===== config.mk =====
export PLATFORM = sky130hd
export DESIGN_NAME = bounded_stack_with_kind_sum_unit
export DESIGN_NICKNAME = d
export VERILOG_FILES = /design/src/rtl/bsks_pkg.sv /design/src/rtl/bsks_ctrl.sv /design/src/rtl/bsks_dp.sv /design/src/rtl/bounded_stack_with_kind_sum_unit.sv
export SDC_FILE = /design/constraint.sdc
export NUM_CORES = 2
export LEC_CHECK = 0
export ABC_CLOCK_PERIOD_IN_PS = 24200
export BUFFER_PORTS_ARGS = -buffer_cell sky130_fd_sc_hd__buf_4
export CELL_PAD_IN_SITES_DETAIL_PLACEMENT = 1
export CELL_PAD_IN_SITES_GLOBAL_PLACEMENT = 1
export CORE_MARGIN = 1.5
export CORE_UTILIZATION = 54
export CTS_CLUSTER_SIZE = 24
export DETAILED_ROUTE_END_ITERATION = 16
export PLACE_DENSITY = 0.87
export SYNTH_ARGS = -nofsm -noshare
export SYNTH_HDL_FRONTEND = slang
export SYNTH_SLANG_ARGS = --single-unit

===== constraint.sdc =====
create_clock -name clk -period 24.2 [get_ports clk]
set_clock_uncertainty 0.1 [all_clocks]
set_input_delay 3.63 -clock clk [delete_from_list [all_inputs] [get_ports clk]]
set_output_delay 3.63 -clock clk [all_outputs]
set_load 0.02 [all_outputs]

===== src/rtl/bsks_pkg.sv =====
// shared constants, codes and control types of the bounded stack with kind sum
package bsks_pkg;

  localparam int STACK_DEPTH = 8;
  localparam int PTR_W = (STACK_DEPTH > 1) ? $clog2(STACK_DEPTH) : 1;
  localparam int CNT_W = $clog2(STACK_DEPTH + 1);
  localparam int ACC_RAW_W = 33 + $clog2(STACK_DEPTH);
  localparam int ACC_W = (ACC_RAW_W > 35) ? ACC_RAW_W : 35;

  localparam int ACTION_W = 3;
  localparam int NAME_W = 64;
  localparam int KIND_W = 8;
  localparam int VALUE_W = 32;
  localparam int STATUS_W = 2;
  localparam int TOTAL_W = 35;
  localparam int ENTRY_COUNT_W = 4;

  localparam int IN_BITS = ACTION_W + NAME_W + KIND_W + VALUE_W + KIND_W;
  localparam int IN_DATA_W = ((IN_BITS + 7) / 8) * 8;
  localparam int OUT_BITS = STATUS_W + NAME_W + KIND_W + VALUE_W + TOTAL_W + ENTRY_COUNT_W;
  localparam int OUT_DATA_W = ((OUT_BITS + 7) / 8) * 8;

  localparam logic [ACTION_W-1:0] ACT_PUSH = 3'd0;
  localparam logic [ACTION_W-1:0] ACT_POP = 3'd1;
  localparam logic [ACTION_W-1:0] ACT_CLEAR = 3'd2;
  localparam logic [ACTION_W-1:0] ACT_PEEK = 3'd3;
  localparam logic [ACTION_W-1:0] ACT_SUM = 3'd4;

  localparam logic [STATUS_W-1:0] ST_OK = 2'd0;
  localparam logic [STATUS_W-1:0] ST_FULL = 2'd1;
  localparam logic [STATUS_W-1:0] ST_EMPTY = 2'd2;

  localparam logic signed [TOTAL_W-1:0] TOTAL_MAX = {1'b0, {(TOTAL_W-1){1'b1}}};
  localparam logic signed [TOTAL_W-1:0] TOTAL_MIN = {1'b1, {(TOTAL_W-1){1'b0}}};

  typedef struct packed {
    logic [NAME_W-1:0]  name;
    logic [KIND_W-1:0]  kind;
    logic [VALUE_W-1:0] value;
  } rec_t;

  typedef struct packed {
    logic                latch;
    logic                res_clear;
    logic [STATUS_W-1:0] status;
    logic                push;
    logic                rd_top;
    logic                rd_first;
    logic                rd_next;
    logic                take_rec;
    logic                pop_dec;
    logic                clr;
    logic                acc_add;
    logic                out_load;
  } bsks_cmd_t;

  typedef struct packed {
    logic [ACTION_W-1:0] act;
    logic                empty;
    logic                full;
    logic                sum_last;
    logic                out_free;
  } bsks_sts_t;

endpackage


===== src/rtl/bsks_ctrl.sv =====
// controller state machine sequencing each action of the stack
module bsks_ctrl import bsks_pkg::*; (
  input  logic      clk,
  input  logic      rst,
  input  logic      in_valid,
  output logic      in_ready,
  input  bsks_sts_t sts,
  output bsks_cmd_t cmd
);

  localparam logic [2:0] S_IDLE = 3'd0;
  localparam logic [2:0] S_EXEC = 3'd1;
  localparam logic [2:0] S_FETCH = 3'd2;
  localparam logic [2:0] S_SUM = 3'd3;
  localparam logic [2:0] S_DONE = 3'd4;

  logic [2:0] state;
  logic [2:0] state_next;

  always_ff @(posedge clk) begin
    if (rst) begin
      state <= S_IDLE;
    end else begin
      state <= state_next;
    end
  end

  always_comb begin
    state_next = state;
    cmd = '0;
    cmd.status = ST_OK;
    in_ready = 1'b0;
    case (state)
      S_IDLE: begin
        in_ready = 1'b1;
        if (in_valid) begin
          cmd.latch = 1'b1;
          state_next = S_EXEC;
        end
      end
      S_EXEC: begin
        cmd.res_clear = 1'b1;
        state_next = S_DONE;
        case (sts.act)
          ACT_PUSH: begin
            if (sts.full) begin
              cmd.status = ST_FULL;
            end else begin
              cmd.push = 1'b1;
            end
          end
          ACT_POP, ACT_PEEK: begin
            if (sts.empty) begin
              cmd.status = ST_EMPTY;
            end else begin
              cmd.rd_top = 1'b1;
              state_next = S_FETCH;
            end
          end
          ACT_CLEAR: begin
            cmd.clr = 1'b1;
          end
          ACT_SUM: begin
            if (sts.empty) begin
              cmd.status = ST_EMPTY;
            end else begin
              cmd.rd_first = 1'b1;
              state_next = S_SUM;
            end
          end
          default: begin
          end
        endcase
      end
      S_FETCH: begin
        cmd.take_rec = 1'b1;
        cmd.pop_dec = (sts.act == ACT_POP);
        state_next = S_DONE;
      end
      S_SUM: begin
        cmd.acc_add = 1'b1;
        if (sts.sum_last) begin
          state_next = S_DONE;
        end else begin
          cmd.rd_next = 1'b1;
        end
      end
      S_DONE: begin
        if (sts.out_free) begin
          cmd.out_load = 1'b1;
          state_next = S_IDLE;
        end
      end
      default: begin
        state_next = S_IDLE;
      end
    endcase
  end

endmodule


===== src/rtl/bsks_dp.sv =====
// datapath: record memory, fill count, sum accumulator and output register
module bsks_dp import bsks_pkg::*; (
  input  logic                  clk,
  input  logic                  rst,
  input  logic [IN_DATA_W-1:0]  in_data,
  input  bsks_cmd_t             cmd,
  output bsks_sts_t             sts,
  output logic                  out_valid,
  input  logic                  out_ready,
  output logic [OUT_DATA_W-1:0] out_data
);

  rec_t mem [STACK_DEPTH];
  rec_t rd_data;

  logic [ACTION_W-1:0] act;
  rec_t                in_rec;
  logic [KIND_W-1:0]   query_kind;

  logic [CNT_W-1:0] count;
  logic [CNT_W-1:0] top_cnt;
  logic [PTR_W-1:0] top_addr;
  logic [PTR_W-1:0] sidx;
  logic [PTR_W-1:0] sidx_next;
  logic [PTR_W-1:0] rd_addr;

  logic [STATUS_W-1:0]      res_status;
  rec_t                     res_rec;
  logic signed [ACC_W-1:0]  acc;
  logic signed [VALUE_W-1:0] rd_value;
  logic signed [TOTAL_W-1:0] total_sat;

  assign top_cnt = count - 1'b1;
  assign top_addr = top_cnt[PTR_W-1:0];
  assign sidx_next = sidx + 1'b1;
  assign rd_value = $signed(rd_data.value);

  always_comb begin
    rd_addr = sidx_next;
    if (cmd.rd_top) begin
      rd_addr = top_addr;
    end else if (cmd.rd_first) begin
      rd_addr = '0;
    end
  end

  always_comb begin
    if (acc > ACC_W'(TOTAL_MAX)) begin
      total_sat = TOTAL_MAX;
    end else if (acc < ACC_W'(TOTAL_MIN)) begin
      total_sat = TOTAL_MIN;
    end else begin
      total_sat = acc[TOTAL_W-1:0];
    end
  end

  assign sts.act = act;
  assign sts.empty = (count == '0);
  assign sts.full = (count == CNT_W'(STACK_DEPTH));
  assign sts.sum_last = (CNT_W'(sidx) == top_cnt);
  assign sts.out_free = !out_valid || out_ready;

  // record memory
  always_ff @(posedge clk) begin
    if (cmd.push) begin
      mem[count[PTR_W-1:0]] <= in_rec;
    end
    if (cmd.rd_top || cmd.rd_first || cmd.rd_next) begin
      rd_data <= mem[rd_addr];
    end
  end

  // latched input item
  always_ff @(posedge clk) begin
    if (cmd.latch) begin
      act <= in_data[ACTION_W-1:0];
      in_rec.name <= in_data[ACTION_W +: NAME_W];
      in_rec.kind <= in_data[ACTION_W+NAME_W +: KIND_W];
      in_rec.value <= in_data[ACTION_W+NAME_W+KIND_W +: VALUE_W];
      query_kind <= in_data[ACTION_W+NAME_W+KIND_W+VALUE_W +: KIND_W];
    end
  end

  always_ff @(posedge clk) begin
    if (rst) begin
      count <= '0;
    end else if (cmd.clr) begin
      count <= '0;
    end else if (cmd.push) begin
      count <= count + 1'b1;
    end else if (cmd.pop_dec) begin
      count <= top_cnt;
    end
  end

  // result fields and sum walk
  always_ff @(posedge clk) begin
    if (cmd.res_clear) begin
      res_status <= cmd.status;
      res_rec <= '0;
      acc <= '0;
      sidx <= '0;
    end else begin
      if (cmd.take_rec) begin
        res_rec <= rd_data;
      end
      if (cmd.acc_add && (rd_data.kind == query_kind)) begin
        acc <= acc + ACC_W'(rd_value);
      end
      if (cmd.rd_next) begin
        sidx <= sidx_next;
      end
    end
  end

  always_ff @(posedge clk) begin
    if (rst) begin
      out_valid <= 1'b0;
    end else if (cmd.out_load) begin
      out_valid <= 1'b1;
    end else if (out_ready) begin
      out_valid <= 1'b0;
    end
  end

  always_ff @(posedge clk) begin
    if (cmd.out_load) begin
      out_data <= OUT_DATA_W'({ENTRY_COUNT_W'(count), total_sat, res_rec.value,
                               res_rec.kind, res_rec.name, res_status});
    end
  end

endmodule


===== src/rtl/bounded_stack_with_kind_sum_unit.sv =====
// top level of the bounded stack with kind sum
//
// usage: one item in on the s_ channel carries an action (push, pop, clear,
// peek top, sum by kind) and the record or query fields; exactly one item
// comes out on the m_ channel with status, the popped or peeked record, the
// saturated kind sum and the record count after the action.
// the stack holds up to eight records; a full push or an empty pop, peek or
// sum reports an error status and leaves the stack unchanged.
// push, clear and unused codes go straight from the action to the output;
// pop and peek add one registered memory read, and sum walks the n stored
// records with one adder, one record per cycle.
// one item is in work at a time; the next item is accepted as soon as the
// previous result sits in the output register, so with a ready receiver
// the spacing of items is set by the action and the count.
// reset empties the stack and drops any pending output item.
// when the receiver stalls, the output item holds; the block accepts and works
// on one more item and then waits until the output register is taken.
module bounded_stack_with_kind_sum_unit import bsks_pkg::*; (
  input  logic                  clk,
  input  logic                  rst,
  input  logic                  s_tvalid,
  output logic                  s_tready,
  // action, entry_name, entry_kind, entry_value, query_kind
  input  logic [IN_DATA_W-1:0]  s_tdata,
  output logic                  m_tvalid,
  input  logic                  m_tready,
  // status, out_name, out_kind, out_value, kind_total, entry_count
  output logic [OUT_DATA_W-1:0] m_tdata
);

  bsks_cmd_t cmd;
  bsks_sts_t sts;

  bsks_ctrl u_ctrl (
    .clk      (clk),
    .rst      (rst),
    .in_valid (s_tvalid),
    .in_ready (s_tready),
    .sts      (sts),
    .cmd      (cmd)
  );

  bsks_dp u_dp (
    .clk       (clk),
    .rst       (rst),
    .in_data   (s_tdata),
    .cmd       (cmd),
    .sts       (sts),
    .out_valid (m_tvalid),
    .out_ready (m_tready),
    .out_data  (m_tdata)
  );

endmodule

==> flow_summary.toml <==
[status]
status = "complete, no violations"

[pwr]
ir_worst_vdd_uv = 57.6
finalPower_w = 0.00489
power.density_mw_per_mm2 = 83.2
p_leak_nw = 20.9

[critical_path]
max_stage_delay_ns = 0.92
rrSetupSlack_ns = 18.28
reg2reg_depth = 11
crit_path_frequent_cell = "buf_4"
reg2reg_from = "u_ctrl.state[0]$_SDFFE_PP0P_"
r2r_end = "u_dp.rd_data[59]$_DFFE_PP_"
crit_cells = 11
cpMaxStageDelayCell = "buf_4"
worstPathMaxFanout = 92
crit_arrival_ns = 6.20
path_cells = "or3b_1, inv_4, and2_1, a21oi_2, a221oi_4, buf_4, buf_4, buf_4, nand3_1, nand3_1, o21ai_1"
cp_num_buf_inv = 4
required_ns = 24.49
cp-end-kind = "flip-flop"
worstSetupPathType = "flip-flop to flip-flop"
cp-start-kind = "flip-flop"
cpLargestDelayFamily = "buffers and inverters"

[synthesis]
synth.cell_area_mm2 = 0.0514
async_flop_share_pct = 0
synthFlopType = "edfxtp_1"
synth.distinct_cells = 68
synth_edf_count = 1198
synth_top_area_share_pct = 69.9
syn-instance-count = 3988
synth_top_cell_by_area = "edfxtp_1"
synth-seq-cells = 1349
yosysSeqAreaShare_pct = 75.8
synth_area_leaders = "edfxtp_1 (70%), nand2_1 (9.0%), dfxtp_1 (5.9%)"
synth_warnings = 0
syn_avg_cell_area_um2 = 12.9

[route]
antenna_left = 0
via_count = 33400
dr.pass1.iters = 5
wirelength_mm = 145
drc = 0
wire_per_inst_um = 25.9
avgViaCountPerCell = 5.98
drtIter0Drc = 3111

[grt]
grt_pass1_vias = 35900
grt_pass1_wl_mm = 217
antenna_found_initial = 3
grt_max_degree = 199
track_usage_pct = 29.6
grt_overflow = 0

[clock_network]
clkTransAtPathRegs_ns = 0.06
clock-sinks = 1349
root_buffer = "clkbuf_16"
cts_tree = "built"
cts.repair.resized = 0
cts_buffer_depth = 3
h-tree-depth = 4
ctsHoldBuffers = 0
cts_setup_buffers = 0
cts_buffers = 136
clk_latency_ns = 0.75

[sta]
final_max_slew_viol_count = 0
rsz0062_at_grt = "false"
slew-limit-headroom_pct = 23.6
setup_tns_ns = 0
max_freq_mhz = 169
hold_viol_final = 0
fin_crit_ns = 5.92
tightest_slew_ns = 1.15
fin_crit_sh_pct = 24.5
setup_viol = 0

[die]
initial_core_util_pct = 54.3
core_area_mm2 = 0.0947
die_height_um = 312
fp.dieW_um = 312
die-area_mm2 = 0.0971
fp-row-count = 113
ios = 278

[min_path]
holdPathStages = 0
min_from = "u_dp.res_rec[30]$_SDFFE_PN0N_"
holdPathEnd = "u_dp.out_data[104]$_DFFE_PP_"
hold_class = "flip-flop to flip-flop"

[placed_design]
dp_hpwl_mm = 79.0
numPortBuffers = 265
gp_congestion = 0.864

[final_layout]
syn_to_final_growth_pct = 14.2
multi_input_area_mm2 = 0.0114
drive_gt1_share_pct = 12.3
final_cell_mix = "nand2_1 (1235), edfxtp_1 (1198), nand3_1 (528)"
final-seq-area_mm2 = 0.0390
fillCellCount = 9163
nets = 4370
final_common_cell = "nand2_1"

[run]
drv_cap = 0
## how the worst max path moves through the flow
| stage | start | slack [ns] | end |
|---|---|---|---|
| CTS | u_ctrl.state[0]$_SDFFE_PP0P_ | 18.30 | u_dp.rd_data[59]$_DFFE_PP_ |
| global route | u_ctrl.state[0]$_SDFFE_PP0P_ | 18.07 | u_dp.rd_data[59]$_DFFE_PP_ |
| finish | u_ctrl.state[0]$_SDFFE_PP0P_ | 18.28 | u_dp.rd_data[59]$_DFFE_PP_ |
| floorplan | u_ctrl.state[2]$_SDFFE_PP0P_ | 14.69 | u_dp.mem[0][0]$_DFFE_PP_ |
| global placement | s_tvalid | 17.79 | u_dp.in_rec[72]$_DFFE_PP_ |
| detailed placement | s_tvalid | 17.81 | u_dp.in_rec[72]$_DFFE_PP_ |
## cells in the mapped netlist, types with 3 or more instances
| cell type | count |
|---|---|
| nand3_1 | 528 |
| nand2_1 | 1235 |
| or2_2 | 4 |
| o21a_1 | 4 |
| dfxtp_1 | 151 |
| buf_4 | 22 |
| and3_1 | 9 |
| nor2b_1 | 6 |
| a31oi_1 | 10 |
| o21ai_0 | 23 |
| buf_6 | 9 |
| a211oi_1 | 10 |
| a21o_1 | 19 |
| clkbuf_1 | 79 |
| nand2b_1 | 8 |
| a221o_1 | 3 |
| or3b_1 | 3 |
| o211ai_1 | 3 |
| inv_1 | 13 |
| buf_2 | 108 |
| edfxtp_1 | 1198 |
| a21oi_1 | 172 |
| or3_1 | 3 |
| maj3_1 | 13 |
| o21bai_1 | 5 |
| buf_1 | 19 |
| nand4_1 | 4 |
| o21ai_1 | 105 |
| mux2i_1 | 3 |
| and2_1 | 4 |
| nor3_1 | 13 |
| ha_1 | 38 |
| xor2_1 | 27 |
| xnor2_1 | 22 |
| nor2_1 | 74 |
## layer usage
metal,GRT usage (%),part of all wire [%]
met1,37.3,39
met2,51.2,51
met3,4.27,6.4
met4,13.0,3.6
met5,0,0.019
## metrics by stage
step / cells / setup WS (ns) / cell area, µm² / util, % / hold WS, ns
after global placement: 5334 / 17.79 / 54400 / 57.4 / 0.308
after floorplan: 3994 / 14.69 / 51500 / - / 0.300
after detailed placement: 5334 / 17.81 / 54400 / 57.4 / 0.316
after CTS: 5583 / 18.30 / 58800 / 62.0 / 0.324
final: 5585 / 18.28 / 58800 / 62.0 / 0.322
after global routing: 5584 / 18.07 / 58800 / 62.0 / 0.333
## state kept, by name (all words and copies together), names as in the netlist
name,count
u_ctrl.state,3
u_dp.rd_value,32
u_dp.sidx,3
u_dp.count,4
u_dp.rd_data,72
u_dp.out_data,145
u_dp.res_rec,104
u_dp.act,3
u_dp.in_rec,104
u_dp.res_status,2
u_dp.mem,832
u_dp.out_valid,1
u_dp.acc,36
u_dp.query_kind,8
## worst reg2reg max path, cell delays in order, from the launching register on
cell      delay, ns
dfxtp_1        0.46
or3b_1         0.59
inv_4          0.44
and2_1         0.31
a21oi_2        0.11
a221oi_4       0.24
buf_4          0.92
buf_4          0.90
buf_4          0.89
nand3_1        0.30
nand3_1        0.17
o21ai_1        0.15
## power by group
| group | switching (W) | total, W | internal (W) |
|---|---|---|---|
| clock | 0.000891 | 0.00210 | 0.00121 |
| sequential | 0.0000465 | 0.00264 | 0.00260 |
| combinational | 0.0000992 | 0.000141 | 0.0000416 |
| total | 0.00104 | 0.00489 | 0.00385 |
## area by class of cell
cell class              count  area share [%]
clock inverters            65            1.12
multi-input cells        2394            19.3
repair buffers            312            4.03
inverters                  14          0.0937
flip-flops and latches   1349            66.4
well taps                1265            2.69
clock buffers             184            6.40
diodes                      2         0.00852
## logic make-up after synthesis
logic type / after synthesis / share of synthesized area [%]
DFF: 1349 / 75.8
adders and majority gates: 52 / 1.22
other: 1 / 0.00729
buffers and inverters: 251 / 2.39
and+or+nand+nor: 1902 / 15.5
muxes: 3 / 0.0584
AOI/OAI and AO/OA: 381 / 4.20
xor gates and xnor gates: 49 / 0.834
No activity file was read; power rests on OpenSTA's default activity.
